[src/field_relative_mecanum_mixer_macros.svh]
// ----------------------------------------------------------------------------
// Mecanum mixer assertion macros
// Short forms for the concurrent checks at the end of the top level.
// ----------------------------------------------------------------------------
`ifndef FIELD_RELATIVE_MECANUM_MIXER_MACROS_SVH
`define FIELD_RELATIVE_MECANUM_MIXER_MACROS_SVH

// Same-cycle implication, sampled on clk, off during rst.
`define FRMM_ASSERT_IMP(lbl, ante, cons) \
  lbl: assert property (@(posedge clk) disable iff (rst) (ante) |-> (cons)) \
    else $error("frmm check failed");

// Next-cycle implication, sampled on clk, off during rst.
`define FRMM_ASSERT_NXT(lbl, ante, cons) \
  lbl: assert property (@(posedge clk) disable iff (rst) (ante) |=> (cons)) \
    else $error("frmm check failed");

`endif

[src/frmm_pkg.sv]
// ----------------------------------------------------------------------------
// frmm_pkg
// Widths, constants and the quarter-wave sine table builder.
// ----------------------------------------------------------------------------
package frmm_pkg;

  localparam int SINE_TABLE_BITS_DEF = 8;
  localparam int FRAC_BITS_DEF       = 14;

  localparam int IN_W   = 16;  // command and angle width
  localparam int OUT_W  = 17;  // wheel drive width
  localparam int ROM_W  = 31;  // unsigned table entry, Q30 times sqrt2
  localparam int SIN_W  = 32;  // signed sine / cosine
  localparam int PROD_W = SIN_W + IN_W;
  localparam int SUM_W  = PROD_W + 1;
  localparam int RND_W  = SUM_W - 30;  // diagonal after dropping 30 fraction bits
  localparam int CLP_W  = 33;          // compare width for the +-1.0 clamp

  localparam logic [63:0] HALF_PI_Q30 = 64'd1686629713;
  localparam logic [63:0] SQRT2_Q30   = 64'd1518500250;
  localparam longint      ONE_Q30     = 64'sd1073741824;

  // Taylor term divisor (2k)(2k+1)
  function automatic logic [63:0] div_k(input logic [63:0] v, input int unsigned k);
    case (k)
      1:       div_k = v / 6;
      2:       div_k = v / 20;
      3:       div_k = v / 42;
      4:       div_k = v / 72;
      5:       div_k = v / 110;
      6:       div_k = v / 156;
      default: div_k = v / 210;
    endcase
  endfunction

  // sqrt2 * sin(idx * 90deg / 2^bits) in Q30, built from a fixed-point series
  function automatic logic [ROM_W-1:0] tbl_entry(input int unsigned idx,
                                                 input int unsigned bits);
    logic [63:0] x;
    logic [63:0] x2;
    logic [63:0] term;
    logic [63:0] prod;
    longint      sum;
    int unsigned k;
    x    = ((64'(idx) * HALF_PI_Q30) + (64'd1 << (bits - 1))) >> bits;
    x2   = (x * x) >> 30;
    term = x;
    sum  = longint'(x);
    for (k = 1; k <= 7; k++) begin
      term = div_k((term * x2) >> 30, k);
      if ((k & 1) == 1)
        sum = sum - longint'(term);
      else
        sum = sum + longint'(term);
    end
    if (sum < 0) sum = 0;
    if (sum > ONE_Q30) sum = ONE_Q30;
    prod = (64'(sum) * SQRT2_Q30) + (64'd1 << 29);
    tbl_entry = prod[30 +: ROM_W];
  endfunction

endpackage

[src/frmm_mix.sv]
// ----------------------------------------------------------------------------
// frmm_mix
// Diagonal sums with rounding, then clamp to +-1.0 and add/subtract turn.
// ----------------------------------------------------------------------------
module frmm_mix #(
  parameter int FRAC_BITS = frmm_pkg::FRAC_BITS_DEF
) (
  input  logic                                clk,
  input  logic                                en_d,
  input  logic                                en_e,
  input  logic signed [frmm_pkg::PROD_W-1:0]  cos_fb,
  input  logic signed [frmm_pkg::PROD_W-1:0]  sin_lr,
  input  logic signed [frmm_pkg::PROD_W-1:0]  sin_fb,
  input  logic signed [frmm_pkg::PROD_W-1:0]  cos_lr,
  input  logic signed [frmm_pkg::IN_W-1:0]    turn_rate,
  output logic [frmm_pkg::OUT_W-1:0]          front_left_drive,
  output logic [frmm_pkg::OUT_W-1:0]          back_right_drive,
  output logic [frmm_pkg::OUT_W-1:0]          front_right_drive,
  output logic [frmm_pkg::OUT_W-1:0]          back_left_drive
);

  localparam logic signed [frmm_pkg::CLP_W-1:0] ONE     = frmm_pkg::CLP_W'(1) << FRAC_BITS;
  localparam logic signed [frmm_pkg::CLP_W-1:0] NEG_ONE = -ONE;
  localparam logic signed [frmm_pkg::SUM_W-1:0] HALF    = frmm_pkg::SUM_W'(1) << 29;

  logic signed [frmm_pkg::SUM_W-1:0] sum_x;
  logic signed [frmm_pkg::SUM_W-1:0] sum_y;
  logic signed [frmm_pkg::RND_W-1:0] rx;
  logic signed [frmm_pkg::RND_W-1:0] ry;
  logic signed [frmm_pkg::CLP_W-1:0] wx;
  logic signed [frmm_pkg::CLP_W-1:0] wy;
  logic signed [frmm_pkg::CLP_W-1:0] cx;
  logic signed [frmm_pkg::CLP_W-1:0] cy;
  logic [frmm_pkg::OUT_W-1:0] x17;
  logic [frmm_pkg::OUT_W-1:0] y17;
  logic [frmm_pkg::OUT_W-1:0] t17;

  // round half up: add half an LSB, keep the top bits
  always_comb begin
    sum_x = frmm_pkg::SUM_W'(cos_fb) + frmm_pkg::SUM_W'(sin_lr) + HALF;
    sum_y = frmm_pkg::SUM_W'(sin_fb) - frmm_pkg::SUM_W'(cos_lr) + HALF;
  end

  always_ff @(posedge clk) begin
    if (en_d) begin
      rx <= sum_x[frmm_pkg::SUM_W-1:30];
      ry <= sum_y[frmm_pkg::SUM_W-1:30];
    end
  end

  always_comb begin
    wx = frmm_pkg::CLP_W'(rx);
    wy = frmm_pkg::CLP_W'(ry);
    cx = (wx > ONE) ? ONE : ((wx < NEG_ONE) ? NEG_ONE : wx);
    cy = (wy > ONE) ? ONE : ((wy < NEG_ONE) ? NEG_ONE : wy);
    x17 = cx[frmm_pkg::OUT_W-1:0];
    y17 = cy[frmm_pkg::OUT_W-1:0];
    t17 = frmm_pkg::OUT_W'(turn_rate);
  end

  always_ff @(posedge clk) begin
    if (en_e) begin
      front_left_drive  <= x17 + t17;
      back_right_drive  <= x17 - t17;
      front_right_drive <= y17 - t17;
      back_left_drive   <= y17 + t17;
    end
  end

endmodule

[config.mk]
export PLATFORM = sky130hd
export DESIGN_NAME = frmm_mix
export DESIGN_NICKNAME = d
export VERILOG_FILES = /design/src/field_relative_mecanum_mixer_macros.svh /design/src/frmm_pkg.sv /design/src/frmm_mix.sv
export SDC_FILE = /design/constraint.sdc
export NUM_CORES = 1
export LEC_CHECK = 0
export ABC_AREA = 1
export ABC_CLOCK_PERIOD_IN_PS = 8420
export BUFFER_PORTS_ARGS = -buffer_cell sky130_fd_sc_hd__buf_2
export CAP_MARGIN = 20
export CELL_PAD_IN_SITES_DETAIL_PLACEMENT = 1
export CELL_PAD_IN_SITES_GLOBAL_PLACEMENT = 2
export CORE_MARGIN = 3
export CORE_UTILIZATION = 34
export CTS_CLUSTER_DIAMETER = 50
export DETAILED_ROUTE_END_ITERATION = 7
export PLACE_DENSITY = 0.84
export SYNTH_ARGS = -nofsm -noshare
export SYNTH_HDL_FRONTEND = slang
export SYNTH_SLANG_ARGS = --single-unit
[constraint.sdc]
create_clock -name clk -period 8.42 [get_ports clk]
set_input_delay 1.263 -clock clk [delete_from_list [all_inputs] [get_ports clk]]
set_output_delay 1.263 -clock clk [all_outputs]
set_load 0.02 [all_outputs]
* After elaboration in Yosys (flattened, before gate mapping)
Index checks and enable logic that the tools add are counted.
** Storage, ports and cells
- Input bits :: 211
- Output and inout bits :: 68
- Word-level logic and storage cells :: 22
- Register bits :: 106
** Cells by class
- Multiplexer cells :: 4
- $add $sub $neg :: 8
- Order comparisons :: 4
** Operator list (count)
- 49-bit by 31-bit adder with 49-bit output (second input constant) :: 2
- 17-bit 2-to-1 mux :: 4
- 48-bit by 48-bit adder with 49-bit output :: 1
- 48-bit by 48-bit subtractor with 49-bit output :: 1
- 19-bit by 16-bit greater-than comparator with 1-bit output (second input constant) :: 2
- 19-bit by 15-bit less-than comparator with 1-bit output (second input constant) :: 2
- 17-bit adder :: 2
- 17-bit subtractor :: 2

* Longest topological paths before layout
Gate-level depths: netlist (run 1).
- Depth in word-level cells :: 4
- Mapped depth :: 22
- Gate-level depth less buffers :: 21

* Worst setup path after synthesis (run 1)
Ideal clock, no wire load.
- Kind :: input port to flip-flop
- Start :: in cos_fb[36] (netlist bit)
- End :: reg rx[15] (netlist bit), data pin
- Stages :: 10
- Data required time :: 8.158 ns
- Path buffers :: 0
- Arrival :: 2.853 ns
- Setup time :: 0.262 ns
- Slack :: 5.305 ns
- Cells stage by stage :: ha_1 ha_1 nand2_1 nor2_1 nand2_1 nor3_1 nand4_1 nand3_1 a21oi_1 xor2_1
** Between the ends
- Cells in the longest elaborated chain, start to end :: 2
** Ends and longest elaborated chain
- from (decl) :: line frmm_mix.sv:11 : input logic signed [frmm_pkg::PROD_W-1:0] cos_fb,
- 48-bit by 48-bit adder with 49-bit output :: line frmm_mix.sv:40 : sum_x = frmm_pkg::SUM_W'(cos_fb) + frmm_pkg::SUM_W'(sin_lr) + HALF;
- 49-bit by 31-bit adder with 49-bit output :: line frmm_mix.sv:40
- net sum_x, one bit :: line frmm_mix.sv:26 : logic signed [frmm_pkg::SUM_W-1:0] sum_x;
- to (signal assigned) :: line frmm_mix.sv:46 : rx <= sum_x[frmm_pkg::SUM_W-1:30];
- to (decl) :: line frmm_mix.sv:28 : logic signed [frmm_pkg::RND_W-1:0] rx;
The timed path passes the listed nets, and every way through them passes these cells.
A chain may end at the register's enable or synchronous reset.

* Worst setup path after layout (run 1)
- Start :: reg rx[17] (netlist bit)
- End :: reg back_right_drive[15] (netlist bit), data pin
** Between the ends
- Cells in the longest elaborated chain, start to end :: 4
- Elaborated cells between the ends (all ways) :: 5
- Those cells by class :: add/sub (1); order compare (2); mux (2)
** Ends and longest elaborated chain
- 19-bit by 15-bit less-than comparator with 1-bit output :: line frmm_mix.sv:54 : cx = (wx > ONE) ? ONE : ((wx < NEG_ONE) ? NEG_ONE : wx);
- 17-bit 2-to-1 mux :: line frmm_mix.sv:54
- 17-bit 2-to-1 mux * :: line frmm_mix.sv:54
- 17-bit subtractor * :: line frmm_mix.sv:64 : back_right_drive <= x17 - t17;
- to (signal assigned) :: line frmm_mix.sv:64
- to (decl) :: line frmm_mix.sv:17 : output logic [frmm_pkg::OUT_W-1:0] back_right_drive,
Every way passes the cells marked *; elsewhere a longest branch is shown, timed or not.

==> metrics.md, run 1 <==
| Metric | Value |
|---|---|
| # Post-CTS Setup Buffers | `0` |
| Grt total ovfl | `0` |
| Syn_nets | `2,446` |
| PostCTS Resize Cnt | `0` |
| Die Wd | `208.3 µm` |
| DR pass1 iterations | `5` |
| Crit-path max FO | `13` |
| Max-slew violation count | `0` |
| CP arrival | `3740 ps` |
| Routed wire length | `47,780 µm` |
| Power Dens Cells | `157.6 nW/µm²` |
| Core area | `40,100 µm²` |
| Multi-input logic area | `9494 µm²` |
| Post-synth EDFFs | `104` |
| Layout cells sized above 1 | `15.71%` |
| H-tree lvl count | `3` |
| CTS tree | `yes` |
| Static leakage | `8.469 nW` |
| Period utilization | `42.91%` |
| 1st-iter DRT viols | `512` |
| Vias/cell | `5.042` |
| Ys async rst share | `0%` |
| # Max-Cap Violations | `0` |
| Ports | `279` |
| CP required | `8540 ps` |
| Max Clock Freq | `276.7 MHz` |
| FP Rows | `73` |
| Hold-fix buffers, CTS | `0` |
| Post-DP HPWL | `42,890 µm` |
| Fin crit period | `3613 ps` |
| Worst min-delay path category | `reg -> reg` |
| Syn. warnings | `0` |
| Setup TNS | `0 ps` |
| Mapped Area | `13,920 µm²` |
| Clock Tree Root | `clkbuf_16` |
| Via Count | `14,030` |
| Antenna violations before repair | `10` |
| Final-stage net count | `2,710` |
| Synthesized flop and latch total | `104` |
| Crit end category | `flip-flop` |
| Synth Flop Type | `edfxtp_1` |
| Die height | `208.3 µm` |
| Post-Syn Instances | `1,984` |
| DRC | `0` |
| Largest net degree at the start of global routing | `67` |
| Clk_lat worst skew | `360 ps` |
| Register area share after synthesis | `22.44%` |
| Register area | `3123 µm²` |
| CTS Buf Count | `9` |
| Netlist cell types | `46` |
| Util after Layout | `40.29%` |
| Cells taking the most area after synthesis | `edfxtp_1 (22%), ha_1 (22%), nand2_1 (11%)` |
| GRT Util Overall | `21.49%` |
| Fin. Hold Viols | `0` |
| Synth top area share | `22.44%` |
| Worst Max-Slew Pin Slew | `969.4 ps` |
| Initial core utilization | `34.71%` |
| Cell accounting for the most synthesized area | `edfxtp_1` |
| RSZ-0062 raised after global routing | `false` |
| First-pass GRT wire length | `75,600 µm` |
| Startpoint types | `flip-flop` |
| Rel. slew slack | `35.37%` |
| Antenna viol nets, final | `0` |
| Area grow syn2layout | `16.05%` |
| Mapped Avg Cell Area | `7.016 µm²` |
| Setup-failing EPs final | `0` |
| Clk_skew | `10.28 ps` |
| Longest Clk Path Bufs | `2` |
| I/O Buffers | `278` |
| Peak supply drop | `0.0001107 V` |
| DIE AREA | `43,400 µm²` |
| Vias in the first global route | `14,450` |
| CTS Sinks | `104` |
| Fillcell total | `5,259` |
| Routed len/inst | `17.17 µm` |
| Commonest non-fill, non-tap cell in the layout | `nand2_1` |
| Routability congestion estimate | `0.8883` |
| Clock-pin slew on the worst setup and hold paths | `70 ps` |
| Most frequent cells in the layout | `nand2_1 (422), inv_1 (310), buf_2 (278), ha_1 (249), nor2_1 (225)` |
| Crit Path Class | `reg -> reg` |
| Status | `complete, no violations` |
synthesized netlist by cell type, types with 2 or more instances:
master / number
o211ai_1: 4
nand2_1: 422
a21o_1: 23
inv_1: 310
ha_1: 249
nor3_1: 41
o21ai_0: 93
inv_2: 3
o221ai_1: 6
o21a_1: 8
nand3_4: 2
nand3_1: 90
nor2_1: 225
and3_1: 3
nand2_4: 3
a2111oi_0: 3
clkbuf_1: 13
a21oi_1: 175
fa_1: 2
xor2_1: 51
o21bai_2: 2
nand3b_1: 2
buf_4: 3
nand3_2: 6
a31oi_1: 20
o31ai_1: 4
nor2_2: 4
xnor2_1: 16
o21bai_1: 13
o221a_2: 2
nand4_1: 17
nand2_2: 33
a21boi_0: 5
nor4_1: 7
nor2_4: 2
buf_2: 9
edfxtp_1: 104
per-layer routing:
layer  GRT usage [%]  vias to the layer above  routed length, µm
met5               0                        -                 53
met4           4.720                       10                775
met3           3.031                       46               2243
met2           36.78                      264              22370
met1           28.84                     6582              22340
li1                -                     7130                  -
worst max-delay path, stage by stage, from the launching register on:
cell and delay, ps:
edfxtp_1 460, nor3_2 270, nand2_1 80, nand2_1 70
inv_2 40, nand2_4 90, inv_1 160, nor3_1 430
ha_1 430, a21oi_1 240, inv_1 60, a21oi_1 340
inv_1 80, a221oi_1 390, nand2_1 110, nand2_1 70
nand2_1 50
kinds of logic (layout without fill, tap and decap cells):
group,after synthesis,count (layout),share of synthesized area (%)
compound gates,363,363,14.89
buf+inv,339,608,9.357
flops,104,104,22.44
fa+ha+maj,251,251,22.67
other cells,0,5,0
xor+xnor,67,67,4.216
simple gates,860,860,26.44
metrics by stage:
stage	hold slack, ps	cells	setup WS, ps	area [µm²]	total power, mW
6_report	896.3	2783	4807	16150	2.546
5_1_grt	955.9	2782	4293	16150	2.760
4_1_cts	901.8	2778	4800	16140	2.574
3_5_place_dp	887.8	2762	4583	15850	2.134
3_3_place_gp	848.9	2762	4552	15850	2.114
2_1_floorplan	708.1	1984	5305	13920	1.677
flip-flops by register name (all words and copies together), names as in the netlist:
name and flops:
rx 19, front_right_drive 17, back_left_drive 16, front_left_drive 17, ry 19, back_right_drive 16
power breakdown:
group	switching, mW	internal [mW]
sequential	0.0423	0.724
clock	0.195	0.231
combinational	0.909	0.444
total	1.15	1.40
final timing paths:
path         startpoint              endpoint  slack [ps]  depth (start not counted)
min               ry[0]  front_right_drive[0]         900                          3
max              rx[17]  back_right_drive[15]        4810                         16
max reg2reg      rx[17]  back_right_drive[15]        4810                         16
min reg2reg       ry[0]  front_right_drive[0]         900                          3
final cells by class:
cell class / count / area share (%)
diodes: 5 / 0.07745
clock buffers: 9 / 1.394
inverters: 313 / 7.273
repair buffers: 279 / 8.659
clock inverters: 7 / 0.4260
flip-flops and latches: 104 / 19.33
multi-input cells: 1541 / 58.77
well taps: 525 / 4.066
No activity file was read; power rests on OpenSTA's default activity.
==> inputs of run 2 (changes only) <==
--- a/config.mk
+++ b/config.mk
@@ -5,17 +5,17 @@
 export SDC_FILE = /design/constraint.sdc
 export NUM_CORES = 1
 export LEC_CHECK = 0
-export ABC_AREA = 1
-export ABC_CLOCK_PERIOD_IN_PS = 8420
+export ABC_AREA = 0
+export ABC_CLOCK_PERIOD_IN_PS = 3100
 export BUFFER_PORTS_ARGS = -buffer_cell sky130_fd_sc_hd__buf_2
 export CAP_MARGIN = 20
 export CELL_PAD_IN_SITES_DETAIL_PLACEMENT = 1
 export CELL_PAD_IN_SITES_GLOBAL_PLACEMENT = 2
 export CORE_MARGIN = 3
-export CORE_UTILIZATION = 34
+export CORE_UTILIZATION = 30
 export CTS_CLUSTER_DIAMETER = 50
 export DETAILED_ROUTE_END_ITERATION = 7
-export PLACE_DENSITY = 0.84
+export PLACE_DENSITY = 0.74
 export SYNTH_ARGS = -nofsm -noshare
 export SYNTH_HDL_FRONTEND = slang
 export SYNTH_SLANG_ARGS = --single-unit
==> constraint.sdc (replaced) <==
create_clock -name clk -period 3.1 [get_ports clk]
set_input_delay 0.465 -clock clk [delete_from_list [all_inputs] [get_ports clk]]
set_output_delay 0.465 -clock clk [all_outputs]
set_load 0.02 [all_outputs]
==> run 2 against run 1 <==
  * The flow now finishes with violations (negative setup slack)
  * Worst setup slack worse by 5600 ps
  * Area after synthesis is 24% lower
  * Sequential power grew to 2.6 times the previous value
  * Die area is 13% lower
  * Wire length is 30% lower
  * Cell count is 24% lower
  * Count of clock-buffer cells in the layout is 2 higher
  * Sequential share of layout area is 0.23 points lower
  * Power is 140% higher
  * Largest power group unchanged
==> metrics.md, run 2 <==
| Metric | Value |
|---|---|
| Clk_skew | `11.77 ps (+1.491 ps)` |
| Post-DP HPWL | `28,310 µm (-34%)` |
| Fillcell total | `4,011 (-24%)` |
| Clock Tree Root | `clkbuf_16` |
| Ys async rst share | `0% (unchanged)` |
| Synth Area in Adders | `29.92% (+7.3 points)` |
| Combinational family with the most area after synthesis | `adder cells` |
| CTS Buf Count | `9 (unchanged)` |
| Cells taking the most area after synthesis | `edfxtp_1 (29%), ha_1 (29%), xnor2_1 (4.9%)` |
| CP arrival | `3960 ps (+220 ps)` |
| Static leakage | `7.915 nW (-6.5%)` |
| Mapped Avg Cell Area | `9.705 µm² (+38%)` |
| CP required | `3210 ps (-5330 ps)` |
| Maximum cell stage delay along the critical path | `580 ps (+120 ps)` |
| Clock-pin slew on the worst setup and hold paths | `70 ps (about the same)` |
| Netlist cell types | `70 (+52%)` |
| Routed wire length | `33,600 µm (-30%)` |
| Synth Flop Type | `edfxtp_1` |
| Initial core utilization | `30.59% (-4.1 points)` |
| Peak supply drop | `0.0002606 V (+140%)` |
| Vias/cell | `4.789 (-5.0%)` |
| # Max-Cap Violations | `0 (unchanged)` |
| Max-slew violation count | `0 (unchanged)` |
| Cell accounting for the most synthesized area | `edfxtp_1` |
| Clk_lat worst skew | `360 ps (about the same)` |
| CTS tree | `yes` |
| Top post-synthesis cells by count | `ha_1 (249), inv_1 (110), edfxtp_1 (104)` |
| Layout cells sized above 1 | `46.84% (+31 points)` |
| Commonest non-fill, non-tap cell in the layout | `buf_2` |
| Largest net degree at the start of global routing | `43 (-36%)` |
| Antenna violations before repair | `4 (-6)` |
| Biggest regs | `rx: 19 flops, ry: 19 flops` |
| Register area share after synthesis | `29.33% (+6.9 points)` |
| Vias in the first global route | `10,830 (-25%)` |
| Startpoint types | `flip-flop` |
| Worst Max-Slew Pin Slew | `825.4 ps (-144.0 ps)` |
| Mux cell area share after synthesis | `0.09402% (+0.094 points)` |
| RSZ-0062 raised after global routing | `true` |
| First-pass GRT wire length | `52,640 µm (-30%)` |
| Core area | `34,800 µm² (-13%)` |
| Via Count | `10,070 (-28%)` |
| Longest Clk Path Bufs | `2 (unchanged)` |
| Crit-path max FO | `3 (-10)` |
| Period utilization | `124.3% (+81 points)` |
| Synthesized flop and latch total | `104 (unchanged)` |
| FP Rows | `68 (-6.8%)` |
| Grt total ovfl | `0 (unchanged)` |
| H-tree lvl count | `3 (unchanged)` |
| Hold-fix buffers, CTS | `0 (unchanged)` |
| Compound-Gate Fraction of Synth Area | `15.87% (+0.98 points)` |
| Routability congestion estimate | `0.8407 (-5.4%)` |
| Syn. warnings | `0 (unchanged)` |
| Die Wd | `194.4 µm (-6.7%)` |
| Synth top area share | `29.33% (+6.9 points)` |
| Fin crit period | `3853 ps (+239.9 ps)` |
| Failing checks | `negative setup slack` |
| Die height | `194.4 µm (-6.7%)` |
| Crit Path Class | `reg -> reg` |
| Util after Layout | `46.98% (+6.7 points)` |
| Routed len/inst | `15.98 µm (-6.9%)` |
| Ports | `279 (unchanged)` |
| Multi-input logic area | `8414 µm² (-11%)` |
| GRT Util Overall | `16.93% (-4.6 points)` |
| Post-synth EDFFs | `104 (unchanged)` |
| Most frequent cells in the layout | `buf_2 (276), buf_4 (255), ha_1 (210), edfxtp_1 (104), inv_1 (101)` |
| I/O Buffers | `278 (unchanged)` |
| Power Dens Cells | `368.2 nW/µm² (+130%)` |
| DR pass1 iterations | `4 (-1)` |
| Register area | `3123 µm² (unchanged)` |
| Fin. Hold Viols | `0 (unchanged)` |
| DIE AREA | `37,790 µm² (-13%)` |
| Hold Slack | `355.1 ps (-541.2 ps)` |
| Crit-path cells | `or4_4 -> o22a_4 -> o21ai_4 -> nand2_2 -> buf_6 -> ha_4 -> inv_2 -> fa_2 -> a21oi_2 -> o31ai_4 -> nor3b_2 -> o21ai_2 -> a21o_1 -> a21oi_4 -> a211oi_2 -> or3_4 -> a311o_1` |
| Xor and xnor area share after synthesis | `7.651% (+3.4 points)` |
| Rel. slew slack | `44.97% (+9.6 points)` |
| Status | `complete, but fails checks` |
| Syn_nets | `1,559 (-36%)` |
| Most frequent cell after synthesis | `ha_1` |
| 1st-iter DRT viols | `196 (-62%)` |
| Area grow syn2layout | `53.56%` |
| Worst setup margin | `-753.3 ps (-5560 ps)` |
| Simple-Gate Fraction of Synth Area | `12.42% (-14 points)` |
| CTS Sinks | `104 (unchanged)` |
| Crit end category | `flip-flop` |
| Antenna viol nets, final | `0 (unchanged)` |
| Mapped Area | `10,650 µm² (-24%)` |
| Worst min-delay path category | `in -> reg` |
| CP max stage cell | `or4_4` |
| Final-stage net count | `2,105 (-22%)` |
| Setup-failing EPs final | `38 (+38)` |
| DRC | `0 (unchanged)` |
| Post-Syn Instances | `1,097 (-45%)` |
| Max Clock Freq | `259.5 MHz (-6.2%)` |
run 2: cell count changes after synthesis, sizes merged, moves of 18 or more:
cell,previous run,this run
nand2,458,38
inv,313,113
nor2,231,63
a21oi,176,90
nand3,98,23
o21ai,93,45
xnor2,16,60
and2,1,29
nor3,42,21
nand2b,0,19
xor2,51,33
run 2: through the flow:
step	TNS (ps)	std cells	total power [mW]	setup slack, ps	instance area (µm²)
global route	-18880	2101	6.445	-884.5	16350
floorplan	-4692	1097	3.410	-548.9	10990
finish	-12480	2102	6.019	-753.3	16350
global placement	-19420	2035	4.487	-811.8	14510
detailed placement	-23650	2035	4.558	-938.3	14510
CTS	-12710	2084	5.866	-722.6	15500
run 2: kinds of logic (layout without fill, tap and decap cells):
kind of cell	Yosys count	in the layout
AOI/OAI and AO/OA	259	259
xor gates and xnor gates	93	93
adders and majority gates	254	254
buffers and inverters	131	680
DFF	104	104
muxes	1	1
other	0	1
and+or+nand+nor	255	255
run 2: layout make-up:
| class | count | share of cell area, % |
|---|---|---|
| multi-input cells | 862 | 51.47 |
| repair buffers | 552 | 21.61 |
| flip-flops and latches | 104 | 19.10 |
| well taps | 455 | 3.482 |
| inverters | 114 | 2.625 |
| clock buffers | 11 | 1.424 |
| clock inverters | 3 | 0.2755 |
| diodes | 1 | 0.01531 |
run 2: critical path, delay by kind of cell, from the launching register on:
kind | cells | cell delay, ps
AO/OA/AOI/OAI | 9 | 1400
adder cells (fa/ha/maj) | 2 | 360
buffers and inverters | 2 | 190
flip-flops | 1 | 380
AND/OR/NAND/NOR | 4 | 1280
run 2: worst paths after layout:
path | startpoint | endpoint | slack, ps | cells after the start
max | rx[16] | back_right_drive[16] | -750 | 17
min | en_e | back_right_drive[8] | 360 | 1
max reg2reg | rx[16] | back_right_drive[16] | -750 | 17
min reg2reg | ry[18] | back_left_drive[16] | 1020 | 4
run 2: what timing repair did:
action	CTS	global route
hold endpoints to repair	0	0
cloned	1	0
endpoints found under the setup margin	53	67
gates resized for setup	85	120
pin swaps	94	104
buffers inserted	38	28
run 2: layer usage:
layer	vias up	share of wire, %	routed length, µm	GRT usage, %
met5	-	0.14	47	0
met4	6	1.5	514	3.537
met3	35	4.5	1506	3.380
met2	200	53	17680	32.19
met1	4753	41	13850	19.60
li1	5072	-	-	-
run 2: where the power goes:
group | leakage, nW | internal [mW] | switching (mW) | total (mW)
combinational | 6.77 | 1.46 | 1.49 | 2.96
sequential | 1.02 | 1.86 | 0.0955 | 1.96
clock | 0.128 | 0.617 | 0.484 | 1.10
==> inputs of run 3 (changes only) <==
--- a/config.mk
+++ b/config.mk
@@ -16,6 +16,7 @@
 export CTS_CLUSTER_DIAMETER = 50
 export DETAILED_ROUTE_END_ITERATION = 7
 export PLACE_DENSITY = 0.74
+export REMOVE_ABC_BUFFERS = 1
 export SYNTH_ARGS = -nofsm -noshare
 export SYNTH_HDL_FRONTEND = slang
 export SYNTH_SLANG_ARGS = --single-unit
==> run 3 against run 2 <==
  * The flow still finishes with violations (negative setup slack)
  * Cell area up 1.6%
  * Non-clock buffer count down 6
  * Wire length up 4.9%
  * Fmax up 0.72%
  * Clock power up 8%
  * Sequential share of layout area down 0.30 points
  * Core utilization up 0.74 points
  * Via count up 0.70%
  * Sequential power about the same
  * Die area unchanged
  * Hold slack better by 220 ps
==> metrics.md, run 3 (synthesis gave the netlist of run 2 again) <==
| Metric | Value |
|---|---|
| Clock-pin slew on the worst setup and hold paths | `70 ps (about the same)` |
| Status | `complete, but fails checks` |
| Core area | `34,800 µm² (unchanged)` |
| Clk_lat worst skew | `370 ps (about the same)` |
| Fin area | `16,610 µm² (+1.6%)` |
| Worst setup margin | `-725.6 ps (+27.67 ps)` |
| Worst Max-Slew Pin Slew | `927.2 ps (+101.8 ps)` |
| Rel. slew slack | `38.19% (-6.8 points)` |
| Biggest regs | `rx: 19 flops, ry: 19 flops` |
| I/O Buffers | `278 (unchanged)` |
| Final-stage net count | `2,099 (-0.29%)` |
| Ports | `279 (unchanged)` |
| Antenna violations before repair | `2 (-2)` |
| Peak supply drop | `0.0002443 V (-6.3%)` |
| Die height | `194.4 µm (unchanged)` |
| Crit-path max FO | `3 (unchanged)` |
| Die Wd | `194.4 µm (unchanged)` |
| CTS Sinks | `104 (unchanged)` |
| CP arrival | `3930 ps (-30 ps)` |
| Routed len/inst | `16.80 µm (+5.1%)` |
| Crit end category | `flip-flop` |
| Util after Layout | `47.72% (+0.74 points)` |
| Power Dens Cells | `372.9 nW/µm² (+1.3%)` |
| DIE AREA | `37,790 µm² (unchanged)` |
| Worst min-delay path category | `in -> reg` |
| Hold-fix buffers, CTS | `0 (unchanged)` |
| Largest net degree at the start of global routing | `39 (-9.3%)` |
| FP Rows | `68 (unchanged)` |
| Initial core utilization | `30.59% (unchanged)` |
| Max Clock Freq | `261.4 MHz (+0.72%)` |
| CTS Buf Count | `9 (unchanged)` |
| Setup TNS | `-15,540 ps (-3056 ps)` |
| Most frequent cells in the layout | `buf_2 (274), buf_4 (239), ha_1 (195), edfxtp_1 (104), inv_1 (102)` |
| H-tree lvl count | `3 (unchanged)` |
| Longest Clk Path Bufs | `2 (unchanged)` |
| Hold Slack | `574.5 ps (+219.4 ps)` |
| Max-slew violation count | `0 (unchanged)` |
| Crit Path Class | `reg -> reg` |
| Period utilization | `123.4% (-0.89 points)` |
| Via Count | `10,140 (+0.70%)` |
| Fin crit period | `3826 ps (-27.67 ps)` |
| Sw Ratio | `35.58% (+1.1 points)` |
| Grt total ovfl | `0 (unchanged)` |
| First-pass GRT wire length | `53,310 µm (+1.3%)` |
| Vias/cell | `4.831 (+0.89%)` |
| # Max-Cap Violations | `0 (unchanged)` |
| P_int | `3.989 mW (+1.1%)` |
| Setup-failing EPs final | `41 (+7.9%)` |
| Startpoint types | `flip-flop` |
| Reg power frac | `31.8% (-0.8 points)` |
| Routed wire length | `35,250 µm (+4.9%)` |
| Antenna viol nets, final | `0 (unchanged)` |
| Combinational Power Share | `48.9% (-0.2 points)` |
| DR pass1 iterations | `4 (unchanged)` |
| Static leakage | `7.923 nW (about the same)` |
| Clk_skew | `8.058 ps (-3.712 ps)` |
| Fillcell total | `3,934 (-1.9%)` |
| Clock Tree Root | `clkbuf_16` |
| Fin. Hold Viols | `0 (unchanged)` |
| Failing checks | `negative setup slack` |
| Dpl ws | `-967.1 ps (-28.75 ps)` |
| Clock Power Share | `19.3% (+1.0 points)` |
| GRT Util Overall | `17.15% (+0.22 points)` |
| RSZ-0062 raised after global routing | `true` |
| Routability congestion estimate | `0.8342 (-0.77%)` |
| Final std cells w/o fill | `2,098 (-0.19%)` |
| CTS tree | `yes` |
| Layout cells sized above 1 | `48.84% (+2.0 points)` |
| Commonest non-fill, non-tap cell in the layout | `buf_2` |
| Net load switching power | `2.203 mW (+6.2%)` |
| Area grow syn2layout | `55.99%` |
| Vias in the first global route | `10,720 (-1.0%)` |
| Placed cells | `2,024 (-0.54%)` |
| CP required | `3200 ps (about the same)` |
| Post-DP HPWL | `27,380 µm (-3.3%)` |
| Placed cell areas | `14,130 µm² (-2.6%)` |
| Total power | `6.192 mW (+2.9%)` |
| 1st-iter DRT viols | `274 (+40%)` |
| DRC | `0 (unchanged)` |
## run 3: changes by cell type in the layout (fill, tap and decap cells not counted), sizes merged
| cell | change |
|---|---|
| buf | -6 |
| clkbuf | -1 |
| inv | +3 |
## run 3: repair_timing
item                       in CTS  in global routing
resized for setup             161                153
gates cloned                    1                  0
setup endpoints to repair      57                 66
setup buffers                  45                 28
pin swaps                     102                110
## run 3: layer usage
layer / GRT usage, % / routed length (µm) / up-vias
met3: 2.825 / 1436 / 45
li1: - / - / 5064
met4: 4.628 / 670 / 4
met2: 32.32 / 18500 / 204
met1: 20.04 / 14620 / 4819
met5: 0 / 27 / -
## run 3: cell type report
type	count	area [µm²]	area share, %
diodes	1	2.502	0.01507
clock buffers	10	229.0	1.379
clock inverters	6	73.82	0.4445
inverters	114	436.7	2.629
multi-input cells	862	8618	51.89
flip-flops and latches	104	3123	18.81
well taps	455	569.3	3.428
repair buffers	546	3555	21.40
## run 3: worst paths after layout
check                                 from  cells after the start                    to  slack (ps)
worst max-delay path                rx[15]                     15  back_right_drive[15]        -730
worst min-delay path            cos_lr[47]                      3                ry[18]         570
worst max register to register      rx[15]                     15  back_right_drive[15]        -730
worst min register to register       rx[3]                      4   front_left_drive[4]         990
## run 3: power groups by stage
stage               clock network, mW  registers, mW  logic (mW)
floorplan                           0           2.13        1.19
global placement                    0           1.99        2.41
detailed placement                  0           2.00        2.47
CTS                              1.21           1.97        2.78
global route                     1.26           1.99        3.33
finish                           1.19           1.97        3.03
## run 3: worst max-delay path, cell delays in order (launching register included)
cell       delay (ps)
edfxtp_1          400
or4_4             580
o22ai_2           210
and2_4            180
ha_1              250
nor2b_4           140
o21ai_2           190
a21oi_1           130
o211ai_1          230
a21oi_2           120
o31ai_4           280
a21oi_2           100
and4_1            210
a2111oi_2         280
o21bai_1          110
xor2_1            150
